## config.mk

```make
export PLATFORM = sky130hd
export DESIGN_NAME = multichannel_moving_average
export DESIGN_NICKNAME = d
export VERILOG_FILES = /design/src/sv/mma_pkg.sv /design/src/sv/multichannel_moving_average.sv /design/src/sv/mma_history.sv /design/src/sv/mma_mean.sv
export SDC_FILE = /design/constraint.sdc
export NUM_CORES = 1
export LEC_CHECK = 0
export BUFFER_PORTS_ARGS = -buffer_cell sky130_fd_sc_hd__buf_2
export CORE_MARGIN = 3
export CORE_UTILIZATION = 35
export DETAILED_ROUTE_END_ITERATION = 12
export SETUP_SLACK_MARGIN = 0.02
export SYNTH_ARGS = -nofsm -noshare
export SYNTH_HDL_FRONTEND = slang
export SYNTH_SLANG_ARGS = --single-unit
```

## constraint.sdc

```tcl
create_clock -name clk_i -period 6.95 [get_ports clk_i]
set_input_delay 0.695 -clock clk_i [delete_from_list [all_inputs] [get_ports clk_i]]
set_output_delay 0.695 -clock clk_i [all_outputs]
set_load 0.05 [all_outputs]
```

## src/sv/mma_pkg.sv

```systemverilog
// ----------------------------------------------------------------------------
// mma_pkg
// Shared widths, codes and defaults for the multichannel moving average.
// ----------------------------------------------------------------------------
package mma_pkg;

  // Defaults for top-level parameters
  localparam int unsigned WINDOW_LEN_DEF = 16;

  // Converter channel count; reads at or above it return zero
  localparam int NUM_CHANNELS = 8;

  // Field widths
  localparam int unsigned SAMPLE_W = 10;
  localparam int unsigned SUM_W    = 16;
  localparam int unsigned CHAN_W   = 5;
  localparam int unsigned NUM_SLOTS = 3;

  // Stream word widths
  localparam int unsigned S_TDATA_W = 40;
  localparam int unsigned M_TDATA_W = 16;

  // Action codes carried in tuser
  localparam logic ACT_SAMPLE = 1'b0;
  localparam logic ACT_READ   = 1'b1;

  // Tracked converter channels and their slots
  localparam logic signed [CHAN_W-1:0] TRK_CH0 = 5'sd0;
  localparam logic signed [CHAN_W-1:0] TRK_CH1 = 5'sd1;
  localparam logic signed [CHAN_W-1:0] TRK_CH3 = 5'sd3;

  localparam int unsigned SLOT_CH0 = 0;
  localparam int unsigned SLOT_CH1 = 1;
  localparam int unsigned SLOT_CH3 = 2;

  typedef logic [SAMPLE_W-1:0] sample_t;
  typedef logic [SUM_W-1:0]    sum_t;

endpackage

```

## src/sv/multichannel_moving_average.sv

```systemverilog
// ----------------------------------------------------------------------------
// multichannel_moving_average
// Boxcar moving average of converter channels 0, 1 and 3 with running sums.
// A read word passes through the stage register, then the result register,
// before its result appears on the master side. Throughput: one word per
// cycle, sample or read, limited only by master-side back-pressure.
// Reset clears sums, ring position, quadrature mode and history valid bits
// at once; no clearing pass is needed.
// ----------------------------------------------------------------------------
module multichannel_moving_average
  import mma_pkg::*;
#(
  parameter int unsigned WINDOW_LEN = WINDOW_LEN_DEF
) (
  input  logic                 clk_i,
  input  logic                 rst_ni,
  // configuration
  input  logic                 cfg_we_i,
  input  logic                 cfg_wdata_i,    // quadrature_mode
  // slave side
  input  logic                 s_axis_tvalid_i,
  output logic                 s_axis_tready_o,
  // [9:0] sample_ch0, [19:10] sample_ch1, [29:20] sample_ch3,
  // [34:30] channel, [39:35] zero
  input  logic [S_TDATA_W-1:0] s_axis_tdata_i,
  input  logic                 s_axis_tuser_i, // [0] action
  // master side
  output logic                 m_axis_tvalid_o,
  input  logic                 m_axis_tready_i,
  output logic [M_TDATA_W-1:0] m_axis_tdata_o  // [9:0] average, [15:10] zero
);

  localparam int unsigned AW = (WINDOW_LEN > 1) ? $clog2(WINDOW_LEN) : 1;

  logic                      quad_q;
  logic [AW-1:0]             wp_q;
  logic                      s1_valid_q;
  logic                      s1_act_q;
  logic [AW-1:0]             s1_addr_q;
  sample_t                   s1_smp_q [NUM_SLOTS];
  logic signed [CHAN_W-1:0]  s1_chan_q;
  sum_t                      sums_q [NUM_SLOTS];
  logic                      m_valid_q;
  sample_t                   m_data_q;

  logic      accept;
  logic      out_free;
  logic      s1_adv;
  logic      s1_push;
  sample_t   in_smp [NUM_SLOTS];
  sample_t   old_smp [NUM_SLOTS];
  logic      wr_en [NUM_SLOTS];
  sum_t      sel_sum;
  logic      tracked;
  sample_t   mean;

  // input unpacking
  assign in_smp[SLOT_CH0] = s_axis_tdata_i[0 +: SAMPLE_W];
  assign in_smp[SLOT_CH1] = s_axis_tdata_i[SAMPLE_W +: SAMPLE_W];
  assign in_smp[SLOT_CH3] = s_axis_tdata_i[2*SAMPLE_W +: SAMPLE_W];

  // handshake: samples always leave the stage, reads need the result slot
  assign out_free        = !m_valid_q || m_axis_tready_i;
  assign s1_adv          = s1_valid_q && ((s1_act_q == ACT_SAMPLE) || out_free);
  assign s_axis_tready_o = !s1_valid_q || s1_adv;
  assign accept          = s_axis_tvalid_i && s_axis_tready_o;
  assign s1_push         = s1_valid_q && (s1_act_q == ACT_SAMPLE);

  // configuration register
  always_ff @(posedge clk_i or negedge rst_ni) begin
    if (!rst_ni) begin
      quad_q <= 1'b0;
    end else if (cfg_we_i) begin
      quad_q <= cfg_wdata_i;
    end
  end

  // ring position and stage valid
  always_ff @(posedge clk_i or negedge rst_ni) begin
    if (!rst_ni) begin
      wp_q       <= '0;
      s1_valid_q <= 1'b0;
    end else begin
      if (accept && (s_axis_tuser_i == ACT_SAMPLE)) begin
        wp_q <= (wp_q == AW'(WINDOW_LEN - 1)) ? '0 : wp_q + 1'b1;
      end
      if (accept) begin
        s1_valid_q <= 1'b1;
      end else if (s1_adv) begin
        s1_valid_q <= 1'b0;
      end
    end
  end

  // stage payload
  always_ff @(posedge clk_i) begin
    if (accept) begin
      s1_act_q  <= s_axis_tuser_i;
      s1_addr_q <= wp_q;
      s1_chan_q <= s_axis_tdata_i[3*SAMPLE_W +: CHAN_W];
      for (int k = 0; k < NUM_SLOTS; k++) begin
        s1_smp_q[k] <= in_smp[k];
      end
    end
  end

  // per-channel history rings
  for (genvar g = 0; g < NUM_SLOTS; g++) begin : g_hist
    if (g == SLOT_CH3) begin : g_frz
      assign wr_en[g] = s1_push && !quad_q;
    end else begin : g_run
      assign wr_en[g] = s1_push;
    end

    mma_history #(
      .WINDOW_LEN (WINDOW_LEN)
    ) u_hist (
      .clk_i     (clk_i),
      .rst_ni    (rst_ni),
      .rd_en_i   (accept && (s_axis_tuser_i == ACT_SAMPLE)),
      .rd_addr_i (wp_q),
      .wr_en_i   (wr_en[g]),
      .wr_addr_i (s1_addr_q),
      .wr_data_i (s1_smp_q[g]),
      .rd_data_o (old_smp[g])
    );
  end

  // running sums: drop oldest, add newest
  always_ff @(posedge clk_i or negedge rst_ni) begin
    if (!rst_ni) begin
      for (int k = 0; k < NUM_SLOTS; k++) begin
        sums_q[k] <= '0;
      end
    end else begin
      for (int k = 0; k < NUM_SLOTS; k++) begin
        if (wr_en[k]) begin
          sums_q[k] <= sums_q[k] + SUM_W'(s1_smp_q[k]) - SUM_W'(old_smp[k]);
        end
      end
    end
  end

  // channel decode for reads
  always_comb begin
    sel_sum = '0;
    tracked = 1'b0;
    if (!s1_chan_q[CHAN_W-1] && (int'(s1_chan_q) < NUM_CHANNELS)) begin
      unique case (s1_chan_q)
        TRK_CH0: begin
          sel_sum = sums_q[SLOT_CH0];
          tracked = 1'b1;
        end
        TRK_CH1: begin
          sel_sum = sums_q[SLOT_CH1];
          tracked = 1'b1;
        end
        TRK_CH3: begin
          sel_sum = sums_q[SLOT_CH3];
          tracked = 1'b1;
        end
        default: begin
          sel_sum = '0;
          tracked = 1'b0;
        end
      endcase
    end
  end

  mma_mean #(
    .WINDOW_LEN (WINDOW_LEN)
  ) u_mean (
    .sum_i  (sel_sum),
    .mean_o (mean)
  );

  // result register
  always_ff @(posedge clk_i or negedge rst_ni) begin
    if (!rst_ni) begin
      m_valid_q <= 1'b0;
    end else if (s1_adv && (s1_act_q == ACT_READ)) begin
      m_valid_q <= 1'b1;
    end else if (m_axis_tready_i) begin
      m_valid_q <= 1'b0;
    end
  end

  always_ff @(posedge clk_i) begin
    if (s1_adv && (s1_act_q == ACT_READ)) begin
      m_data_q <= tracked ? mean : '0;
    end
  end

  assign m_axis_tvalid_o = m_valid_q;
  assign m_axis_tdata_o  = {(M_TDATA_W - SAMPLE_W)'(0), m_data_q};

endmodule

```

## src/sv/mma_history.sv

```systemverilog
// ----------------------------------------------------------------------------
// mma_history
// Ring of past samples for one channel, with per-entry valid bits so that
// entries never written read as zero after reset. Registered read with
// write-to-read forwarding.
// ----------------------------------------------------------------------------
module mma_history
  import mma_pkg::*;
#(
  parameter int unsigned WINDOW_LEN = WINDOW_LEN_DEF,
  localparam int unsigned AW = (WINDOW_LEN > 1) ? $clog2(WINDOW_LEN) : 1
) (
  input  logic          clk_i,
  input  logic          rst_ni,
  input  logic          rd_en_i,
  input  logic [AW-1:0] rd_addr_i,
  input  logic          wr_en_i,
  input  logic [AW-1:0] wr_addr_i,
  input  sample_t       wr_data_i,
  output sample_t       rd_data_o
);

  sample_t                mem [WINDOW_LEN];
  logic [WINDOW_LEN-1:0]  vld_q;
  sample_t                rd_q;

  // storage array, no reset
  always_ff @(posedge clk_i) begin
    if (wr_en_i) begin
      mem[wr_addr_i] <= wr_data_i;
    end
  end

  // valid bits, cleared at reset
  always_ff @(posedge clk_i or negedge rst_ni) begin
    if (!rst_ni) begin
      vld_q <= '0;
    end else if (wr_en_i) begin
      vld_q[wr_addr_i] <= 1'b1;
    end
  end

  // registered read; a write to the same entry this cycle is forwarded
  always_ff @(posedge clk_i) begin
    if (rd_en_i) begin
      if (wr_en_i && (wr_addr_i == rd_addr_i)) begin
        rd_q <= wr_data_i;
      end else if (vld_q[rd_addr_i]) begin
        rd_q <= mem[rd_addr_i];
      end else begin
        rd_q <= '0;
      end
    end
  end

  assign rd_data_o = rd_q;

endmodule

```

## src/sv/mma_mean.sv

```systemverilog
// ----------------------------------------------------------------------------
// mma_mean
// Rounded mean floor((2*sum + N) / (2N)) by multiplying with a rounded-up
// reciprocal of 2N; the shift is wide enough to be exact over the sum range.
// ----------------------------------------------------------------------------
module mma_mean
  import mma_pkg::*;
#(
  parameter int unsigned WINDOW_LEN = WINDOW_LEN_DEF
) (
  input  sum_t    sum_i,
  output sample_t mean_o
);

  localparam int unsigned XW   = SUM_W + 2;
  localparam int unsigned DIV  = 2 * WINDOW_LEN;
  localparam int unsigned SH   = XW + $clog2(DIV);
  localparam longint unsigned RECIP_L = ((64'd1 << SH) + DIV - 1) / DIV;
  localparam logic [SH-1:0] RECIP = SH'(RECIP_L);

  logic [XW-1:0]    num;
  logic [XW+SH-1:0] prod;

  // numerator 2*sum + N
  assign num  = {1'b0, sum_i, 1'b0} + XW'(WINDOW_LEN);

  // quotient by reciprocal multiply
  assign prod = (XW + SH)'(num) * (XW + SH)'(RECIP);

  assign mean_o = prod[SH +: SAMPLE_W];

endmodule
```

Word-level counts from Yosys, hierarchy flattened
Memories as Yosys holds them, arrays and structs flattened.
Cells that the tools add are included.
{"block": "op_classes", "n_addsub": 8, "magnitude_cmp": 4, "eq_ne": 4, "muxes": 29, "bitwise_logic": 5, "reduce_logical": 21}
{"cell": "10-bit 2-to-1 mux", "n": 6}
{"cell": "16-bit by 10-bit adder with 16-bit output", "n": 3}
{"cell": "16-bit OR", "n": 3}
{"cell": "16-bit by 10-bit subtractor with 16-bit output", "n": 3}
{"cell": "14-bit case mux with 3 select lines", "n": 1}
{"cell": "1-bit 2-to-1 mux", "n": 16}
{"cell": "15-bit by 5-bit adder with 15-bit output (second input constant)", "n": 1}
{"cell": "14-bit 2-to-1 mux", "n": 1}
{"cell": "1-bit binary-select mux with 4-bit select", "n": 3}
{"cell": "1-bit logical AND", "n": 10}
{"cell": "4-bit by 5-bit less-than comparator with 1-bit output (second input constant)", "n": 2}
{"cell": "5-bit by 1-bit equality test with 1-bit output (second input constant)", "n": 1}
{"cell": "5-bit by 2-bit equality test with 1-bit output (second input constant)", "n": 1}
{"cell": "5-bit logical NOT", "n": 1}
{"cell": "5-bit less-than comparator (second input constant)", "n": 1}
{"cell": "4-bit by 1-bit adder with 4-bit output (second input constant)", "n": 1}
{"cell": "1-bit demux with 4-bit select", "n": 1}
{"cell": "4-bit equality test", "n": 1}
{"cell": "4-bit equality test (second input constant)", "n": 1}
{"cell": "4-bit by 1-bit >= comparator with 1-bit output (second input constant)", "n": 1}
{"cell": "1-bit logical NOT", "n": 4}
{"cell": "4-bit 2-to-1 mux", "n": 1}
{"cell": "2-bit nonzero test", "n": 2}
{"cell": "1-bit logical OR", "n": 3}
{"cell": "other kinds (2)", "n": 3}
{"block": "totals", "ff_bits": 153, "ram_bits": 510, "in_bits": 47, "output_inout_bits": 18, "wordCells": 92, "memories": 4}
{"memory": "g_hist[0].u_hist.mem", "depth": 16, "word_bits": 10, "read_ports": 1, "rd_ports_with_merged_regs": 0, "wr": 1, "line": "mma_history.sv:23", "text": "sample_t mem [WINDOW_LEN];"}
{"memory": "g_hist[1].u_hist.mem", "depth": 16, "word_bits": 10, "read_ports": 1, "rd_ports_with_merged_regs": 0, "wr": 1, "line": "mma_history.sv:23"}
{"memory": "g_hist[2].u_hist.mem", "depth": 16, "word_bits": 10, "read_ports": 1, "rd_ports_with_merged_regs": 0, "wr": 1, "line": "mma_history.sv:23"}
{"memory": "s1_smp_q", "depth": 3, "word_bits": 10, "read_ports": 3, "rd_ports_with_merged_regs": 0, "wr": 3, "line": "multichannel_moving_average.sv:40", "text": "sample_t s1_smp_q [NUM_SLOTS];"}

Logic depth before layout (Yosys ltp)
Gate-level depths: netlist (run 1).
{"block": "logic_depth", "ltp_word": 8, "mapped_depth": 12, "depth_no_buf": 12}

By module
A second synthesis (run 1) with hierarchy kept.
{"block": "unflattened", "hier_cells": 1833, "area_unflattened_um2": 29244.3}
{"module": "mma_history (g_hist[1].u_hist ...)", "n_inst": 2, "cells_per_inst": 353, "area_each_um2": 7302.0, "seq_area_each_um2": 5505.3}
{"module": "mma_history (g_hist[0].u_hist)", "n_inst": 1, "cells_per_inst": 353, "area_each_um2": 7269.5, "seq_area_each_um2": 5505.3}
{"module": "multichannel_moving_average", "n_inst": 1, "cells_per_inst": 753, "area_each_um2": 7210.7, "seq_area_each_um2": 2877.8}
{"module": "mma_mean", "n_inst": 1, "cells_per_inst": 21, "area_each_um2": 160.2, "seq_area_each_um2": 0.0}

Worst setup path after synthesis (run 1)
OpenSTA, ideal clock, no wires.
{"block": "synth_path", "kind": "register to register", "start": "register m_valid_q (netlist: m_axis_tvalid_o)", "end": "register wp_q[0]", "setup_ns": 0.126, "arrival_time_ns": 3.886, "required_time_ns": 6.824, "slack_ns": 2.938, "path_stages_with_launch": 7, "path_buffers": 1, "synth_period_minus_slack_ns": 4.012, "path_cell_list": "dfrtp_1 -> nor2b_1 -> nand3_1 -> and2_1 -> nor2b_1 -> clkbuf_1 -> mux2_2"}
{"block": "synth_between", "elab_chain_len": 7}
{"element": "from (decl)", "line": "multichannel_moving_average.sv:43", "text": "logic m_valid_q;"}
{"element": "from (signal assigned)", "line": "multichannel_moving_average.sv:180", "text": "m_valid_q <= 1'b0;"}
{"element": "from (signal assigned)", "line": "multichannel_moving_average.sv:182", "text": "m_valid_q <= 1'b1;"}
{"element": "from (signal assigned)", "line": "multichannel_moving_average.sv:184", "text": "m_valid_q <= 1'b0;"}
{"element": "1-bit logical NOT", "line": "multichannel_moving_average.sv:63", "text": "assign out_free = !m_valid_q || m_axis_tready_i;"}
{"element": "1-bit logical OR", "line": "multichannel_moving_average.sv:63"}
{"element": "1-bit logical OR", "line": "multichannel_moving_average.sv:64", "text": "assign s1_adv = s1_valid_q && ((s1_act_q == ACT_SAMPLE) || out_free);"}
{"element": "1-bit logical AND", "line": "multichannel_moving_average.sv:64"}
{"element": "1-bit logical OR", "line": "multichannel_moving_average.sv:65", "text": "assign s_axis_tready_o = !s1_valid_q || s1_adv;"}
{"element": "net s_axis_tready_o", "line": "multichannel_moving_average.sv:22", "text": "output logic s_axis_tready_o,"}
{"element": "1-bit logical AND", "line": "multichannel_moving_average.sv:66", "text": "assign accept = s_axis_tvalid_i && s_axis_tready_o;"}
{"element": "net accept", "line": "multichannel_moving_average.sv:46", "text": "logic accept;"}
{"element": "1-bit logical AND"}
{"element": "net g_hist[0].u_hist.rd_en_i", "line": "mma_history.sv:15", "text": "input logic rd_en_i,"}
{"element": "to (signal assigned)", "line": "multichannel_moving_average.sv:85", "text": "wp_q <= (wp_q == AW'(WINDOW_LEN - 1)) ? '0 : wp_q + 1'b1;"}
{"element": "to (decl)", "line": "multichannel_moving_average.sv:36", "text": "logic [AW-1:0] wp_q;"}
The timed path passes the listed nets, and every way through them passes these cells.
A chain may end at the register's enable or synchronous reset.

==> results.toml, run 1 <==
[power_and_ir_drop]
power.density_mw_per_mm2 = 425
p_leak_nw = 11.5
ir_worst_vdd_uv = 199

[timing]
worstMarginPinSlew_ns = 1.20
finalCritPeriodShare_pct = 55.2
relSlewSlack_pct = 19.7
skew_ns = 0.0206
setup-violations-final = 0
tns_ns = 0
slew_violations = 0
rsz0062_at_grt = "false"
clock.fmax_ghz = 0.261
hold_viol = 0
min_period_ns = 3.84

[drt]
wl_mm = 58.4
postRouteAntennaNets = 0
avgRoutedWirePerCell_um = 20.5
drc = 0
vias = 14100
first_pass_iters = 5
dr.first_iter.drc_count = 951
viasPerCell = 4.95

[flow_run]
max-cap-violations = 0

[floorplanning]
core-area_mm2 = 0.0791
die_w_um = 289
rows = 103
die_area_mm2 = 0.0834
io_pins = 65
start_util_pct = 35.4
die_height_um = 289

[cts]
clkSlewWorstSetupHoldPaths_ns = 0.06
cts_tree = "built"
cts_buffer_depth = 3
htree_num_levels = 3
clk_latency_ns = 0.60
cts.sink_count = 657
cts_root_buffer = "clkbuf_16"
cts_buffers = 72
cts-resized-gates = 0

[setup_path]
cp.arrival_ns = 4.32
cp.required_ns = 7.43
critPathMaxFanout = 18
cp-end-kind = "flip-flop"
start_kind = "flip-flop"
worstSetupPathType = "flip-flop to flip-flop"

[placed_design]
place_area_mm2 = 0.0295
io_buffers = 53
hpwl_mm = 35.8
gp_routability_congestion = 0.788

[synth]
yosysTopAreaCell = "edfxtp_1"
synthArstFlopShare_pct = 14.8
ys_top_cells_by_area = "edfxtp_1 (60%), mux4_2 (13%), dfrtp_1 (8.7%)"
synth_top_family_by_area = "multiplexers"
yosys.area_share.adder_pct = 4.11
synth_compound_area_share_pct = 3.81
yosys_warnings = 0
yosys-mux-area-fraction_pct = 13.8
synth_seq_cells = 657
synthFlopType = "edfxtp_1"
yosysTopAreaCellShare_pct = 60.1
yosys.area_share.simple_pct = 4.74
synth_edf_count = 560
ys_types = 57
synthXorXnorAreaFrac_pct = 1.28
syn_inst = 1645
syn_area_mm2 = 0.0280
yosysSeqAreaShare_pct = 68.8
syn_area_per_cell_um2 = 17.0

[global_routing]
grt_overflow = 0
grt_start_max_net_pins = 76
antenna_found_initial = 1
grt_util_all_layers_pct = 14.3
grt_pass1_vias = 14900
grt_pass1_wl_mm = 90.3

[finish]
syn2layout_area_growth_pct = 14.4
drive_gt1_share_pct = 21.7
antenna_cells = 0
fin_nets = 1861
design_area_mm2 = 0.0320

[status]
outcome = "finished clean"

[hold_path]
hold_path.class = "input pin to flip-flop"
flip-flops by register name, summed over array words and instances, names as in the netlist:
signal                   flops
g_hist.u_hist.mem          480
g_hist.u_hist.vld_q         48
sums_q                      42
g_hist.u_hist.rd_data_o     30
s1_smp_q                    30
m_data_q                    10
s1_chan_q                    5
s1_addr_q                    4
wp_q                         4
m_axis_tvalid_o              1
quad_q                       1
s1_act_q                     1
s1_valid_q                   1
path summary, 6_finish.rpt:
| kind | from | cells past startpoint | end | slack [ns] |
|---|---|---|---|---|
| setup / recovery | s1_smp_q[0][11]$_DFFE_PP_ | 11 | sums_q[28]$_DFFE_PN0P_ | 3.11 |
| hold / removal | s_axis_tdata_i[14] | 1 | s1_smp_q[0][14]$_DFFE_PP_ | 0.26 |
| setup reg to reg | s1_smp_q[0][11]$_DFFE_PP_ | 11 | sums_q[28]$_DFFE_PN0P_ | 3.11 |
| hold reg to reg | g_hist[2].u_hist.vld_q[3]$_DFFE_PN0P_ | 1 | g_hist[2].u_hist.vld_q[3]$_DFFE_PN0P_ | 0.46 |
| max in group asynchronous | rst_ni | 3 | wp_q[1]$_DFFE_PN0P_ | 5.00 |
| min in group asynchronous | rst_ni | 2 | sums_q[18]$_DFFE_PN0P_ | 0.55 |
Yosys cell counts, drive strengths merged (4+ instances only):
cell type	number
mux2i	16
nor2	34
nor3b	6
mux4	162
or3	6
dfrtp	97
or2	19
ha	44
mux2	4
buf	34
nor3	5
xor2	19
o21bai	7
edfxtp	560
nand3	13
nor2b	14
xnor2	22
nor4	4
fa	30
nand4	6
clkbuf	32
a31oi	6
nand2b	38
a21o	14
o21ai	92
a21oi	20
inv	179
a211oi	10
nand2	110
a211o	4
and2	7
repair_timing:
item                      in CTS  in global routing
hold endpoints to repair      22                  0
buffers inserted               0                  0
hold buffers                   1                  0
layer usage:
metal	GRT usage (%)	part of all wire, %
met3	2.63	5.2
met1	19.4	44
met2	23.5	48
met5	0	0.022
met4	4.56	2.1
layout by cell type (no fill, tap or decap), types with 7 or more instances in the layout:
master	Yosys	final
o21ai_0	92	92
mux4_2	162	162
mux2i_1	16	16
inv_1	179	179
buf_4	6	29
nand2b_1	38	37
a211oi_1	10	10
xor2_1	19	19
fa_1	30	30
o21bai_1	7	7
xnor2_1	22	22
edfxtp_1	560	560
clkinv_1	0	8
clkbuf_1	32	15
ha_1	44	44
or2_2	19	19
nand2_1	110	110
dfrtp_1	97	93
nor2_1	34	33
buf_2	19	52
a21o_1	14	14
nand3_1	13	13
clkbuf_16	0	78
bufinv_16	0	8
clkinv_2	0	8
a21oi_1	20	20
nor2b_1	14	12
where the power goes:
group	total, mW	switching [mW]	leakage, nW	internal [mW]
clock network	3.95	1.56	1.21	2.40
logic	4.44	2.28	4.08	2.16
registers	5.21	0.420	6.26	4.79
stage by stage:
| step | worst slack [ns] | hold WS, ns | std cells | total power, mW | util [%] |
|---|---|---|---|---|---|
| floorplan | 2.94 | 0.399 | 1650 | 8.67 | - |
| global placement | 3.16 | 0.444 | 2715 | 9.69 | 37.3 |
| detailed placement | 3.13 | 0.447 | 2715 | 9.79 | 37.3 |
| CTS | 3.08 | 0.216 | 2848 | 13.8 | 40.5 |
| global route | 2.79 | 0.232 | 2848 | 14.5 | 40.5 |
| finish | 3.11 | 0.256 | 2848 | 13.6 | 40.5 |
critical path: stages, from the launching register on:
cell and delay [ns]:
edfxtp_1 0.68, inv_1 0.13, fa_1 0.51, inv_1 0.07, fa_1 0.41, a21o_1 0.18, a21o_1 0.23, a2111oi_2 0.46
nor3_1 0.11, a2111oi_0 0.59, mux2i_1 0.25, o211ai_1 0.10
cells by family after synthesis:
kind of cell | count (synthesis)
AO/OA/AOI/OAI | 176
flip-flops | 657
AND/OR/NAND/NOR | 269
multiplexers | 182
adder cells (fa/ha/maj) | 74
buffers and inverters | 245
other | 1
XOR/XNOR | 41
layout make-up:
cell class / instances / area [um2]
Tap cell: 1050 / 1310
Multi-Input combinational cell: 748 / 7800
Sequential cell: 657 / 19300
Clock buffer: 96 / 2050
Fill cell: 7130 / 47100
Timing Repair Buffer: 82 / 488
Clock inverter: 36 / 449
Inverter: 179 / 672
Note: power is estimated with default switching activity, not from simulation.
==> run 2, diff against run 1 <==
==> constraint.sdc (replaced) <==
create_clock -name clk_i -period 3.5 [get_ports clk_i]
set_input_delay 0.35 -clock clk_i [delete_from_list [all_inputs] [get_ports clk_i]]
set_output_delay 0.35 -clock clk_i [all_outputs]
set_load 0.05 [all_outputs]
==> run 2 against run 1 <==
Non-clock buffer count rose by 98. First-iteration DRC count rose by 25%. Maximum frequency rose by 19%. Cell count rose by 3.5%. Utilization rose by 1.1 points. Critical path type unchanged. Register-to-register slack got worse by 2.8 ns.
==> results.toml, run 2 (synthesis results as in run 1) <==
[status]
outcome = "finished clean"

[power_and_ir_drop]
sw_frac_of_total_pct = 32.2
total_power_mw = 27.4
power_frac_clock_pct = 28.2
p_leak_nw = 12.0
seq_power_share_pct = 37.6
intPower_mw = 18.6
switchingPower_mw = 8.81
p_comb_share_pct = 34.2
ir_worst_vdd_uv = 424
power.density_mw_per_mm2 = 831

[hold_path]
holdPathEnd = "m_axis_tvalid_o$_DFFE_PN0P_"
worstHoldStart = "m_axis_tready_i"
hold_path.class = "input pin to flip-flop"
hold_depth = 3

[finish]
largest_reg_flops = 480
design_area_mm2 = 0.0329
drive_gt1_share_pct = 23.5
final_cell_count_no_fill = 2949
mostFrequentLayoutCell = "edfxtp_1"
antenna_cells = 0
top_register = "g_hist.u_hist.mem"
fin_nets = 1961
final_cell_mix = "edfxtp_1 (560), inv_1 (179), mux4_2 (162), nand2_1 (110), dfrtp_1 (93)"
reg_top3 = "g_hist.u_hist.mem (480), g_hist.u_hist.vld_q (48), sums_q (42)"
syn2layout_area_growth_pct = 17.7
fin_util_pct = 41.6

[cts]
cts_tree = "built"
clkSlewWorstSetupHoldPaths_ns = 0.06
cts_buffers = 74
cts_buffer_depth = 3
cts_root_buffer = "clkbuf_16"
cts.sink_count = 657
clk_latency_ns = 0.64
htree_num_levels = 3

[setup_path]
cp.required_ns = 4.04
reg2reg_setup_slack_ns = 0.27
crit-reg2reg-launch = "s1_smp_q[0][22]$_DFFE_PP_"
start_kind = "flip-flop"
critPathMaxFanout = 18
crit_chain = "buf_4 -> inv_1 -> fa_1 -> inv_1 -> ha_1 -> o21ai_0 -> o21ai_0 -> a2111oi_1 -> o21bai_1 -> a211oi_1 -> mux2i_1 -> xor2_1"
critPathMaxStageDelay_ns = 0.48
cp.arrival_ns = 3.77
cp-end-kind = "flip-flop"
worstSetupPathType = "flip-flop to flip-flop"
reg2reg_to = "sums_q[13]$_DFFE_PN0P_"
cp_slowest_cell = "fa_1"
cp_top_family = "compound AO/OA/AOI/OAI gates"
critPathBufInv = 3
worstRegToRegCells = 12

[floorplanning]
die_w_um = 289
rows = 103
io_pins = 65
die_height_um = 289
die_area_mm2 = 0.0834
core-area_mm2 = 0.0791
start_util_pct = 35.4

[timing]
clock.fmax_ghz = 0.309
setup-violations-final = 0
finalCritPeriodShare_pct = 92.3
rsz0062_at_grt = "false"
tns_ns = 0
relSlewSlack_pct = 35.5
min_period_ns = 3.23
slew_violations = 0
hold_viol = 0
skew_ns = 0.0472
worstMarginPinSlew_ns = 0.968

[global_routing]
antenna_found_initial = 1
grt_pass1_wl_mm = 96.8
grt_overflow = 0
grt_start_max_net_pins = 69
grt_util_all_layers_pct = 15.6
grt_pass1_vias = 15400

[drt]
dr.first_iter.drc_count = 1191
first_pass_iters = 5
postRouteAntennaNets = 0
drc = 0
vias = 14800
wl_mm = 64.1
avgRoutedWirePerCell_um = 21.7
viasPerCell = 5.02

[placed_design]
io_buffers = 53
gp_routability_congestion = 0.813
dp.cells = 2769
hpwl_mm = 38.8
place_area_mm2 = 0.0300

[flow_run]
max-cap-violations = 0
==> run 2: tightest hold or removal path, stage by stage <==
cell	delay, ns
buf_2	0.08
nor2b_1	0.06
nand2b_1	0.15
==> run 2: power by group through the flow <==
stage / registers, mW / clock network [mW] / logic (mW)
2_1_floorplan: 10.0 / 0 / 7.18
3_3_place_gp: 10.4 / 0 / 9.13
3_5_place_dp: 10.5 / 0 / 9.27
4_1_cts: 10.3 / 7.90 / 9.35
5_1_grt: 10.4 / 8.24 / 10.3
6_report: 10.3 / 7.72 / 9.35
==> run 2: worst max-delay path by stage <==
stage               cells past startpoint                       from                     end  slack, ns
floorplan                              12  s1_smp_q[0][10]$_DFFE_PP_  sums_q[28]$_DFFE_PN0P_       0.20
global route                           12  s1_smp_q[0][22]$_DFFE_PP_  sums_q[13]$_DFFE_PN0P_       0.04
CTS                                    13  s1_smp_q[0][10]$_DFFE_PP_  sums_q[28]$_DFFE_PN0P_       0.08
finish                                 12  s1_smp_q[0][22]$_DFFE_PP_  sums_q[13]$_DFFE_PN0P_       0.27
detailed placement                     13  s1_smp_q[0][10]$_DFFE_PP_  sums_q[28]$_DFFE_PN0P_       0.11
global placement                       12  s1_smp_q[0][22]$_DFFE_PP_  sums_q[13]$_DFFE_PN0P_       0.15
==> run 2: what timing repair did <==
action                                 CTS  global route
setup buffers                            0             5
resized for setup                        0             5
setup endpoints to repair                0             5
endpoints found under the hold margin  105             0
hold buffers                            40             0
==> run 2: cell type report <==
type	count	area (um2)
clock buffer	98	1960
clock inverter	37	490
fill	7003	46200
inverter	179	672
multi-input combinational	748	7830
sequential	657	19300
tap	1050	1310
timing repair buffer	180	1410
==> run 2: routing by layer <==
| layer | vias to the layer above | share of wire [%] | global-route usage, % |
|---|---|---|---|
| li1 | 6571 | - | - |
| met1 | 7776 | 44 | 21.8 |
| met2 | 374 | 48 | 25.3 |
| met3 | 89 | 5.3 | 2.42 |
| met4 | 0 | 2.0 | 4.66 |
| met5 | - | 0 | 0 |
==> run 2: metrics by stage <==
stage | hold WS, ns | setup slack, ns
CTS | 0.0242 | 0.0831
global route | 0.0597 | 0.0415
global placement | 0.444 | 0.147
detailed placement | 0.447 | 0.113
floorplan | 0.0544 | 0.200
finish | 0.0680 | 0.268
